File: config.mk
export PLATFORM = sky130hd
export DESIGN_NAME = sorted_integer_set_table_top
export DESIGN_NICKNAME = d
export VERILOG_FILES = /design/src/design/sist_pkg.sv /design/src/design/sorted_integer_set_table_top.sv /design/src/design/sist_store.sv /design/src/design/sist_cmp.sv
export SDC_FILE = /design/constraint.sdc
export NUM_CORES = 2
export LEC_CHECK = 0
export BUFFER_PORTS_ARGS = -buffer_cell sky130_fd_sc_hd__buf_2
export CORE_MARGIN = 5
export CORE_UTILIZATION = 35
export DETAILED_ROUTE_END_ITERATION = 6
export GPL_TIMING_DRIVEN = 0
export PLACE_DENSITY = 0.58
export SLEW_MARGIN = 10
export SYNTH_ARGS = -nofsm -noshare
export SYNTH_HDL_FRONTEND = slang
export SYNTH_HIERARCHICAL = 1
export SYNTH_SLANG_ARGS = --single-unit
File: constraint.sdc
create_clock -name clk -period 6.5 [get_ports clk]
set_clock_uncertainty 0.05 [all_clocks]
set_input_delay 1.3 -clock clk [delete_from_list [all_inputs] [get_ports clk]]
set_output_delay 1.3 -clock clk [all_outputs]
set_load 0.01 [all_outputs]
File: src/design/sist_pkg.sv
// Shared types and codes for the sorted integer set table.
package sist_pkg;

  localparam int KEY_W = 32;

  // Operation codes
  localparam logic [2:0] OP_INSERT    = 3'd0;
  localparam logic [2:0] OP_ERASE_VAL = 3'd1;
  localparam logic [2:0] OP_ERASE_POS = 3'd2;
  localparam logic [2:0] OP_FIND      = 3'd3;
  localparam logic [2:0] OP_FLOOR     = 3'd4;
  localparam logic [2:0] OP_CEIL      = 3'd5;
  localparam logic [2:0] OP_CLEAR     = 3'd6;

  // Status codes
  localparam logic [2:0] ST_OK       = 3'd0;
  localparam logic [2:0] ST_DUP      = 3'd1;
  localparam logic [2:0] ST_NOTFOUND = 3'd2;
  localparam logic [2:0] ST_BADPOS   = 3'd3;
  localparam logic [2:0] ST_FULL     = 3'd4;
  localparam logic [2:0] ST_EMPTY    = 3'd5;

  // Compare unit result
  typedef struct packed {
    logic lt;
    logic eq;
  } cmp_t;

endpackage

File: src/design/sorted_integer_set_table_top.sv
// Sorted integer set table: sequencer over one table (one write and one read port) and one shared comparator.
// Clear, unused codes and early errors finish at decode; lookups scan and then act, erase by
// position captures the element and shifts down, insert scans and shifts up, erase by value
// scans and shifts down; the work grows with the held count. out_valid pulses one cycle.
// Busy drops with the result beat, so a new operation can start on that edge; one is in flight at a time.
// Synchronous active-low reset empties the set; table contents are not cleared.
module sorted_integer_set_table_top import sist_pkg::*; #(
  parameter int CAPACITY = 64
) (
  input  logic                    clk,
  input  logic                    rst_n,
  input  logic                    start,
  output logic                    busy,
  input  logic [2:0]              in_operation,
  input  logic signed [KEY_W-1:0] in_key_value,
  input  logic [5:0]              in_slot_index,
  output logic                    out_valid,
  output logic [2:0]              out_status,
  output logic                    out_hit,
  output logic [5:0]              out_where_found,
  output logic signed [KEY_W-1:0] out_element_out,
  output logic [6:0]              out_member_count
);

  localparam int AW = (CAPACITY > 1) ? $clog2(CAPACITY) : 1;
  localparam int CW = $clog2(CAPACITY + 1);

  localparam logic [2:0] S_IDLE   = 3'd0;
  localparam logic [2:0] S_DISP   = 3'd1;
  localparam logic [2:0] S_SEARCH = 3'd2;
  localparam logic [2:0] S_ACT    = 3'd3;
  localparam logic [2:0] S_CAPT   = 3'd4;
  localparam logic [2:0] S_SHUP   = 3'd5;
  localparam logic [2:0] S_SHDN   = 3'd6;

  logic [2:0]              state_r, state_nxt;
  logic [CW-1:0]           cnt_r, cnt_nxt;
  logic                    dv_r, dv_nxt;
  logic                    ov_r, ov_nxt;
  logic [CW-1:0]           p_r, p_nxt;
  logic [AW-1:0]           wa_r, wa_nxt;
  logic [CW-1:0]           lb_r, lb_nxt;
  logic                    eq_r, eq_nxt;
  logic [KEY_W-1:0]        lbval_r, lbval_nxt;
  logic [KEY_W-1:0]        prev_r, prev_nxt;
  logic [2:0]              op_r, op_nxt;
  logic signed [KEY_W-1:0] key_r, key_nxt;
  logic [5:0]              slot_r, slot_nxt;
  logic [2:0]              st_r, st_nxt;
  logic                    hit_r, hit_nxt;
  logic [CW-1:0]           where_r, where_nxt;
  logic [KEY_W-1:0]        elem_r, elem_nxt;
  logic [6:0]              mcnt_r, mcnt_nxt;

  logic                    we;
  logic [AW-1:0]           waddr;
  logic [KEY_W-1:0]        wdata;
  logic [AW-1:0]           raddr;
  logic [KEY_W-1:0]        rd_data;
  cmp_t                    cmp;

  logic [31:0]             slot_ext;
  logic [31:0]             cnt_ext;
  logic [31:0]             cnt_nxt_ext;
  logic [31:0]             where_ext;
  logic [CW-1:0]           pm1;
  logic                    lbin;
  logic                    hit_eq;

  sist_store #(.DEPTH(CAPACITY), .AW(AW)) u_store (
    .clk   (clk),
    .we    (we),
    .waddr (waddr),
    .wdata (wdata),
    .raddr (raddr),
    .rdata (rd_data)
  );

  sist_cmp u_cmp (
    .a   (rd_data),
    .b   (key_r),
    .res (cmp)
  );

  assign slot_ext  = 32'(slot_r);
  assign cnt_ext   = 32'(cnt_r);
  assign where_ext = 32'(where_r);
  assign pm1       = p_r - CW'(1);
  assign lbin      = lb_r < cnt_r;
  assign hit_eq    = lbin && eq_r;

  // Sequencer
  always_comb begin
    state_nxt = state_r;
    cnt_nxt   = cnt_r;
    dv_nxt    = dv_r;
    ov_nxt    = 1'b0;
    p_nxt     = p_r;
    wa_nxt    = wa_r;
    lb_nxt    = lb_r;
    eq_nxt    = eq_r;
    lbval_nxt = lbval_r;
    prev_nxt  = prev_r;
    op_nxt    = op_r;
    key_nxt   = key_r;
    slot_nxt  = slot_r;
    st_nxt    = st_r;
    hit_nxt   = hit_r;
    where_nxt = where_r;
    elem_nxt  = elem_r;
    mcnt_nxt  = mcnt_r;
    raddr     = p_r[AW-1:0];
    we        = 1'b0;
    waddr     = wa_r;
    wdata     = rd_data;

    unique case (state_r)
      S_IDLE: begin
        if (start) begin
          op_nxt    = in_operation;
          key_nxt   = in_key_value;
          slot_nxt  = in_slot_index;
          state_nxt = S_DISP;
        end
      end

      // Decode; early outcomes finish here
      S_DISP: begin
        st_nxt    = ST_OK;
        hit_nxt   = 1'b0;
        where_nxt = '0;
        elem_nxt  = '0;
        p_nxt     = '0;
        dv_nxt    = 1'b0;
        raddr     = slot_ext[AW-1:0];
        case (op_r) inside
          OP_INSERT: begin
            state_nxt = S_SEARCH;
          end
          OP_ERASE_VAL, OP_FIND, OP_FLOOR, OP_CEIL: begin
            if (cnt_r == '0) begin
              st_nxt    = ST_EMPTY;
              ov_nxt    = 1'b1;
              state_nxt = S_IDLE;
            end else begin
              state_nxt = S_SEARCH;
            end
          end
          OP_ERASE_POS: begin
            if (cnt_r == '0) begin
              st_nxt    = ST_EMPTY;
              ov_nxt    = 1'b1;
              state_nxt = S_IDLE;
            end else if (slot_ext >= cnt_ext) begin
              st_nxt    = ST_BADPOS;
              ov_nxt    = 1'b1;
              state_nxt = S_IDLE;
            end else begin
              lb_nxt    = slot_ext[CW-1:0];
              state_nxt = S_CAPT;
            end
          end
          OP_CLEAR: begin
            cnt_nxt   = '0;
            ov_nxt    = 1'b1;
            state_nxt = S_IDLE;
          end
          default: begin
            ov_nxt    = 1'b1;
            state_nxt = S_IDLE;
          end
        endcase
      end

      // Linear scan for the first element not below the key, one read per cycle
      S_SEARCH: begin
        if (dv_r && !cmp.lt) begin
          lb_nxt    = pm1;
          lbval_nxt = rd_data;
          eq_nxt    = cmp.eq;
          state_nxt = S_ACT;
        end else begin
          if (dv_r) begin
            prev_nxt = rd_data;
          end
          if (p_r == cnt_r) begin
            lb_nxt    = cnt_r;
            eq_nxt    = 1'b0;
            state_nxt = S_ACT;
          end else begin
            p_nxt  = p_r + CW'(1);
            dv_nxt = 1'b1;
          end
        end
      end

      // Act on the search outcome
      S_ACT: begin
        dv_nxt = 1'b0;
        case (op_r) inside
          OP_INSERT: begin
            if (hit_eq) begin
              st_nxt    = ST_DUP;
              hit_nxt   = 1'b1;
              where_nxt = lb_r;
              elem_nxt  = key_r;
              ov_nxt    = 1'b1;
              state_nxt = S_IDLE;
            end else if (cnt_r == CW'(CAPACITY)) begin
              st_nxt    = ST_FULL;
              ov_nxt    = 1'b1;
              state_nxt = S_IDLE;
            end else begin
              where_nxt = lb_r;
              elem_nxt  = key_r;
              p_nxt     = cnt_r;
              state_nxt = S_SHUP;
            end
          end
          OP_ERASE_VAL: begin
            if (hit_eq) begin
              hit_nxt   = 1'b1;
              where_nxt = lb_r;
              elem_nxt  = key_r;
              p_nxt     = lb_r + CW'(1);
              state_nxt = S_SHDN;
            end else begin
              st_nxt    = ST_NOTFOUND;
              ov_nxt    = 1'b1;
              state_nxt = S_IDLE;
            end
          end
          OP_FIND: begin
            if (hit_eq) begin
              hit_nxt   = 1'b1;
              where_nxt = lb_r;
              elem_nxt  = key_r;
            end else begin
              st_nxt = ST_NOTFOUND;
            end
            ov_nxt    = 1'b1;
            state_nxt = S_IDLE;
          end
          OP_FLOOR: begin
            if (hit_eq) begin
              hit_nxt   = 1'b1;
              where_nxt = lb_r;
              elem_nxt  = key_r;
            end else if (lb_r != '0) begin
              hit_nxt   = 1'b1;
              where_nxt = lb_r - CW'(1);
              elem_nxt  = prev_r;
            end else begin
              st_nxt = ST_NOTFOUND;
            end
            ov_nxt    = 1'b1;
            state_nxt = S_IDLE;
          end
          default: begin
            // ceiling
            if (lbin) begin
              hit_nxt   = 1'b1;
              where_nxt = lb_r;
              elem_nxt  = lbval_r;
            end else begin
              st_nxt = ST_NOTFOUND;
            end
            ov_nxt    = 1'b1;
            state_nxt = S_IDLE;
          end
        endcase
      end

      // Element at the erase position, read during decode
      S_CAPT: begin
        hit_nxt   = 1'b1;
        where_nxt = lb_r;
        elem_nxt  = rd_data;
        p_nxt     = lb_r + CW'(1);
        dv_nxt    = 1'b0;
        state_nxt = S_SHDN;
      end

      // Open a gap: move entries up from the top, then drop the key in
      S_SHUP: begin
        we = dv_r;
        if (p_r > lb_r) begin
          raddr  = pm1[AW-1:0];
          wa_nxt = p_r[AW-1:0];
          dv_nxt = 1'b1;
          p_nxt  = pm1;
        end else begin
          dv_nxt = 1'b0;
          if (!dv_r) begin
            we        = 1'b1;
            waddr     = lb_r[AW-1:0];
            wdata     = key_r;
            cnt_nxt   = cnt_r + CW'(1);
            ov_nxt    = 1'b1;
            state_nxt = S_IDLE;
          end
        end
      end

      // Close the gap: move entries down toward the erased position
      S_SHDN: begin
        we = dv_r;
        if (p_r < cnt_r) begin
          raddr  = p_r[AW-1:0];
          wa_nxt = pm1[AW-1:0];
          dv_nxt = 1'b1;
          p_nxt  = p_r + CW'(1);
        end else begin
          dv_nxt = 1'b0;
          if (!dv_r) begin
            cnt_nxt   = cnt_r - CW'(1);
            ov_nxt    = 1'b1;
            state_nxt = S_IDLE;
          end
        end
      end

      default: begin
        state_nxt = S_IDLE;
      end
    endcase

    // Count reported with the result beat
    cnt_nxt_ext = 32'(cnt_nxt);
    if (ov_nxt) begin
      mcnt_nxt = cnt_nxt_ext[6:0];
    end
  end

  // Control state
  always_ff @(posedge clk) begin
    if (!rst_n) begin
      state_r <= S_IDLE;
      cnt_r   <= '0;
      dv_r    <= 1'b0;
      ov_r    <= 1'b0;
    end else begin
      state_r <= state_nxt;
      cnt_r   <= cnt_nxt;
      dv_r    <= dv_nxt;
      ov_r    <= ov_nxt;
    end
  end

  // Working and result payload
  always_ff @(posedge clk) begin
    p_r     <= p_nxt;
    wa_r    <= wa_nxt;
    lb_r    <= lb_nxt;
    eq_r    <= eq_nxt;
    lbval_r <= lbval_nxt;
    prev_r  <= prev_nxt;
    op_r    <= op_nxt;
    key_r   <= key_nxt;
    slot_r  <= slot_nxt;
    st_r    <= st_nxt;
    hit_r   <= hit_nxt;
    where_r <= where_nxt;
    elem_r  <= elem_nxt;
    mcnt_r  <= mcnt_nxt;
  end

  assign busy             = state_r != S_IDLE;
  assign out_valid        = ov_r;
  assign out_status       = st_r;
  assign out_hit          = hit_r;
  assign out_where_found  = where_ext[5:0];
  assign out_element_out  = elem_r;
  assign out_member_count = mcnt_r;

endmodule

File: src/design/sist_store.sv
// Element table: one write port, one read port with registered read data.
module sist_store import sist_pkg::*; #(
  parameter int DEPTH = 64,
  parameter int AW    = 6
) (
  input  logic             clk,
  input  logic             we,
  input  logic [AW-1:0]    waddr,
  input  logic [KEY_W-1:0] wdata,
  input  logic [AW-1:0]    raddr,
  output logic [KEY_W-1:0] rdata
);

  logic [KEY_W-1:0] mem_r [DEPTH];
  logic [KEY_W-1:0] rdata_r;

  // Write port
  always_ff @(posedge clk) begin
    if (we) begin
      mem_r[waddr] <= wdata;
    end
  end

  // Read port with registered read data
  always_ff @(posedge clk) begin
    rdata_r <= mem_r[raddr];
  end

  assign rdata = rdata_r;

endmodule

File: src/design/sist_cmp.sv
// Shared signed compare unit: table element against the key.
module sist_cmp import sist_pkg::*; (
  input  logic signed [KEY_W-1:0] a,
  input  logic signed [KEY_W-1:0] b,
  output cmp_t                    res
);

  // a below b, a equal to b
  always_comb begin
    res.lt = a < b;
    res.eq = a == b;
  end

endmodule

==> summary.txt <==
Outcome
  – Status: completed

Critical path
  – Register-to-register setup slack: 0.11 ns
  – Worst path bufs/invs: 4
  – Slowest CP cell: o21ai_0
  – CP Data Required Time: 7.14 ns
  – Cells along the critical path: inv_1 -> ha_1 -> a211oi_2 -> nor2_1 -> o31ai_4 -> nor2_1 -> a22o_1 -> a21oi_1 -> buf_2 -> buf_2 -> nand2b_1 -> clkbuf_2 -> o221ai_1 -> o21ai_0 -> and3_1
  – Crit path DAT: 7.03 ns
  – Worst r2r path cells: 15
  – Delay-heaviest family, CP: compound AO/OA/AOI/OAI gates
  – Setup crit end kind: flip-flop
  – WS Path Type: reg2reg
  – Stages on worst setup path: 15
  – Startpoint Class: flip-flop
  – Max incr delay on CP: 0.88 ns
  – Critical Path Fanout Max: 10

Yosys
  – Synth cell count leaders: edfxtp_1, mux4_2, mux2i_1, nor2_1, nand2_1
  – Post-synth EDFFs: 2,223
  – Main synth FF type: edfxtp_1
  – Post-Syn Instances: 4,680
  – Main combinational cell family by area after synthesis: multiplexers
  – Simple logic cell fraction of the synthesized area: 3.22%
  – Synthesized flop and latch total: 2,267
  – Yosys cell types: 92
  – Syn nets: 4,789
  – Synthesis Warnings: 6
  – Most common cell in the netlist: edfxtp_1
  – Synth top area share: 73.4%
  – Yosys top cell by area: edfxtp_1
  – Post-Syn Area: 0.0910 mm²
  – Compound-Gate Fraction of Synth Area: 5.55%
  – Syn avg cell area: 19.4 µm²
  – Post-Synth XOR/XNOR Area: 0.202%
  – Multiplexer area fraction after synthesis: 13.6%
  – Post-Synth Adder-Cell Area: 0.894%
  – Synth top area cells: edfxtp_1, mux4_2, mux2i_1
  – Ys async rst share: 0%
  – Post-synthesis sequential area ratio: 74.3%

Die
  – Die height: 520 µm
  – Ports: 95
  – Row cnt: 187
  – Die Wd: 520 µm
  – Die area: 0.270 mm²
  – Core Area: 0.259 mm²
  – Initial core utilization: 35.1%

STA
  – Slew headroom: 11.6%
  – Worst Slack Setup Final: 0.106 ns
  – Final hold viol count: 0
  – Least-Margin Pin Slew: 1.33 ns
  – Final Slew Violations: 0
  – Tmin final: 6.39 ns
  – RSZ-0062 raised after global routing: false
  – Fin crit share: 98.4%
  – WHS: 0.449 ns
  – Final setup violation count: 0
  – Fmax: 156 MHz

GRT
  – Global-route wire length before repair: 389,000 µm
  – Largest net degree at the start of global routing: 65
  – GR Util All Layers: 20.2%
  – GRT Residual Overflow: 0
  – Initial antenna violation count: 22
  – Vias in the first global route: 49,700

Min path
  – Worst Hold Class: reg2reg
  – Hold depth: 0

Pwr
  – Switching power: 0.00867 W
  – Share of power burned in registers: 50.7%
  – Switching Share: 25.5%
  – Clock share of power: 37.6%
  – Comb pwr share: 11.6%
  – Pwr Density: 323 mW/mm²
  – Total Power: 0.0341 W
  – Leakage: 33.6 nW
  – VDD IR-drop max: 0.301 mV
  – Pint: 0.0254 W

Place
  – GPL Wtd Cong: 0.886
  – # port buffers: 94
  – HPWL after detailed placement: 187,000 µm
  – Post-Place Setup Slack: -0.354 ns

Layout
  – Nets: 5,198
  – Layout cells sized above 1: 23.9%
  – Number of fillers in the final layout: 22,900
  – Area delta synth->final: 15.9%

CTS
  – Setup Buffers After CTS: 0
  – Worst-skew pair later-pin latency: 0.89 ns
  – CTS tree: built
  – Inserted Clock Buffers: 227
  – # clock sinks: 2,267
  – CTS max path bufs: 3
  – CTS root buf: clkbuf_16
  – Worst-path clk slew: 0.06 ns
  – Htree depth: 4

Routing
  – Detailed Routing Iterations Pass 1: 6
  – Antenna viol nets, final: 0
  – Avg WL per Cell: 32.2 µm
  – DR vias/cell: 5.82
  – Final WL: 279,000 µm
  – Vias: 50,600
  – Starting DRT DRC Count: 7,019
  – Remaining routing DRC violations: 0

Run
  – Max cap viols: 0
==> timing repair <==
action / CTS / global route
resized for setup: 6 / 12
setup endpoints to repair: 14 / 15
hold buffers: 0 / 0
pin swaps: 0 / 0
==> logic make-up after synthesis <==
| logic type | Yosys count |
|---|---|
| compound gates | 711 |
| mux | 678 |
| flops | 2267 |
| xor+xnor | 21 |
| buf+inv | 352 |
| simple gates | 586 |
| fa+ha+maj | 65 |
==> stage by stage <==
step,util (%),setup TNS [ns],instance area (µm²),std cells
final,40.7,0,106000,8692
after floorplan,-,0,91000,4680
after CTS,40.7,0,105000,8684
after global routing,40.7,0,105000,8683
after global placement,36.9,-2439.73,95700,8176
after detailed placement,37.9,-2.85,98100,8264
==> cells in the final DEF (no fill, tap or decap), types with 35 or more instances in the layout <==
| cell | instances |
|---|---|
| ha_1 | 65 |
| a221oi_1 | 36 |
| buf_6 | 40 |
| nor2_4 | 66 |
| clkinv_1 | 64 |
| buf_12 | 73 |
| and3_1 | 73 |
| nand3_1 | 65 |
| nor2_1 | 83 |
| clkbuf_16 | 228 |
| buf_2 | 165 |
| dfxtp_1 | 44 |
| o22ai_1 | 54 |
| mux2i_1 | 192 |
| inv_1 | 61 |
| a31oi_1 | 90 |
| a22oi_1 | 132 |
| edfxtp_1 | 2223 |
| clkbuf_1 | 159 |
| o21ai_0 | 95 |
| mux4_2 | 446 |
| a21oi_1 | 78 |
| nand2_1 | 144 |
| clkinv_2 | 40 |
| buf_4 | 39 |
| a32oi_1 | 35 |
==> path summary, 6_finish.rpt <==
kind                                    endpoint              from
worst min register to register         prev_r[2]  u_store/rdata[2]
worst min-delay path                   prev_r[2]  u_store/rdata[2]
worst max register to register  u_store/rdata[6]           lb_r[3]
worst max-delay path            u_store/rdata[6]           lb_r[3]
==> flip-flops by register name (all words and copies together), names as in the netlist, 6 cells and up <==
signal and count:
lb_r 7, key_r 32, out_member_count 7, slot_r 6, cnt_r 7, prev_r 32
out_element_out 32, u_store/rdata 32, u_store/mem_r 2048, wa_r 6, where_r 6, p_r 7
lbval_r 32
==> power by group through the flow <==
stage          registers [W]  clock network, W  logic [W]
6_report              0.0173            0.0128    0.00397
5_1_grt               0.0173            0.0136    0.00414
3_3_place_gp          0.0176                 0    0.00366
2_1_floorplan         0.0175                 0    0.00206
4_1_cts               0.0173            0.0130    0.00391
3_5_place_dp          0.0176                 0    0.00390
==> metal layers <==
layer	vias up	wire length, µm	track usage, %
met1	27000	113000	28.1
met4	2	9700	6.36
li1	20400	-	-
met2	2765	129000	31.6
met5	-	13	0
met3	465	27900	4.57
==> cell type report <==
type | count | area (µm²) | area share (%)
clock inverter | 146 | 1370 | 1.30
inverter | 62 | 234 | 0.222
tap | 3402 | 4260 | 4.03
sequential | 2267 | 67600 | 64.1
buffer | 288 | 1740 | 1.65
antenna | 10 | 25.0 | 0.0237
timing repair buffer | 182 | 2330 | 2.21
clock buffer | 274 | 5890 | 5.58
multi-input combinational | 2061 | 22000 | 20.9
Power figures use the tool's default switching activity.
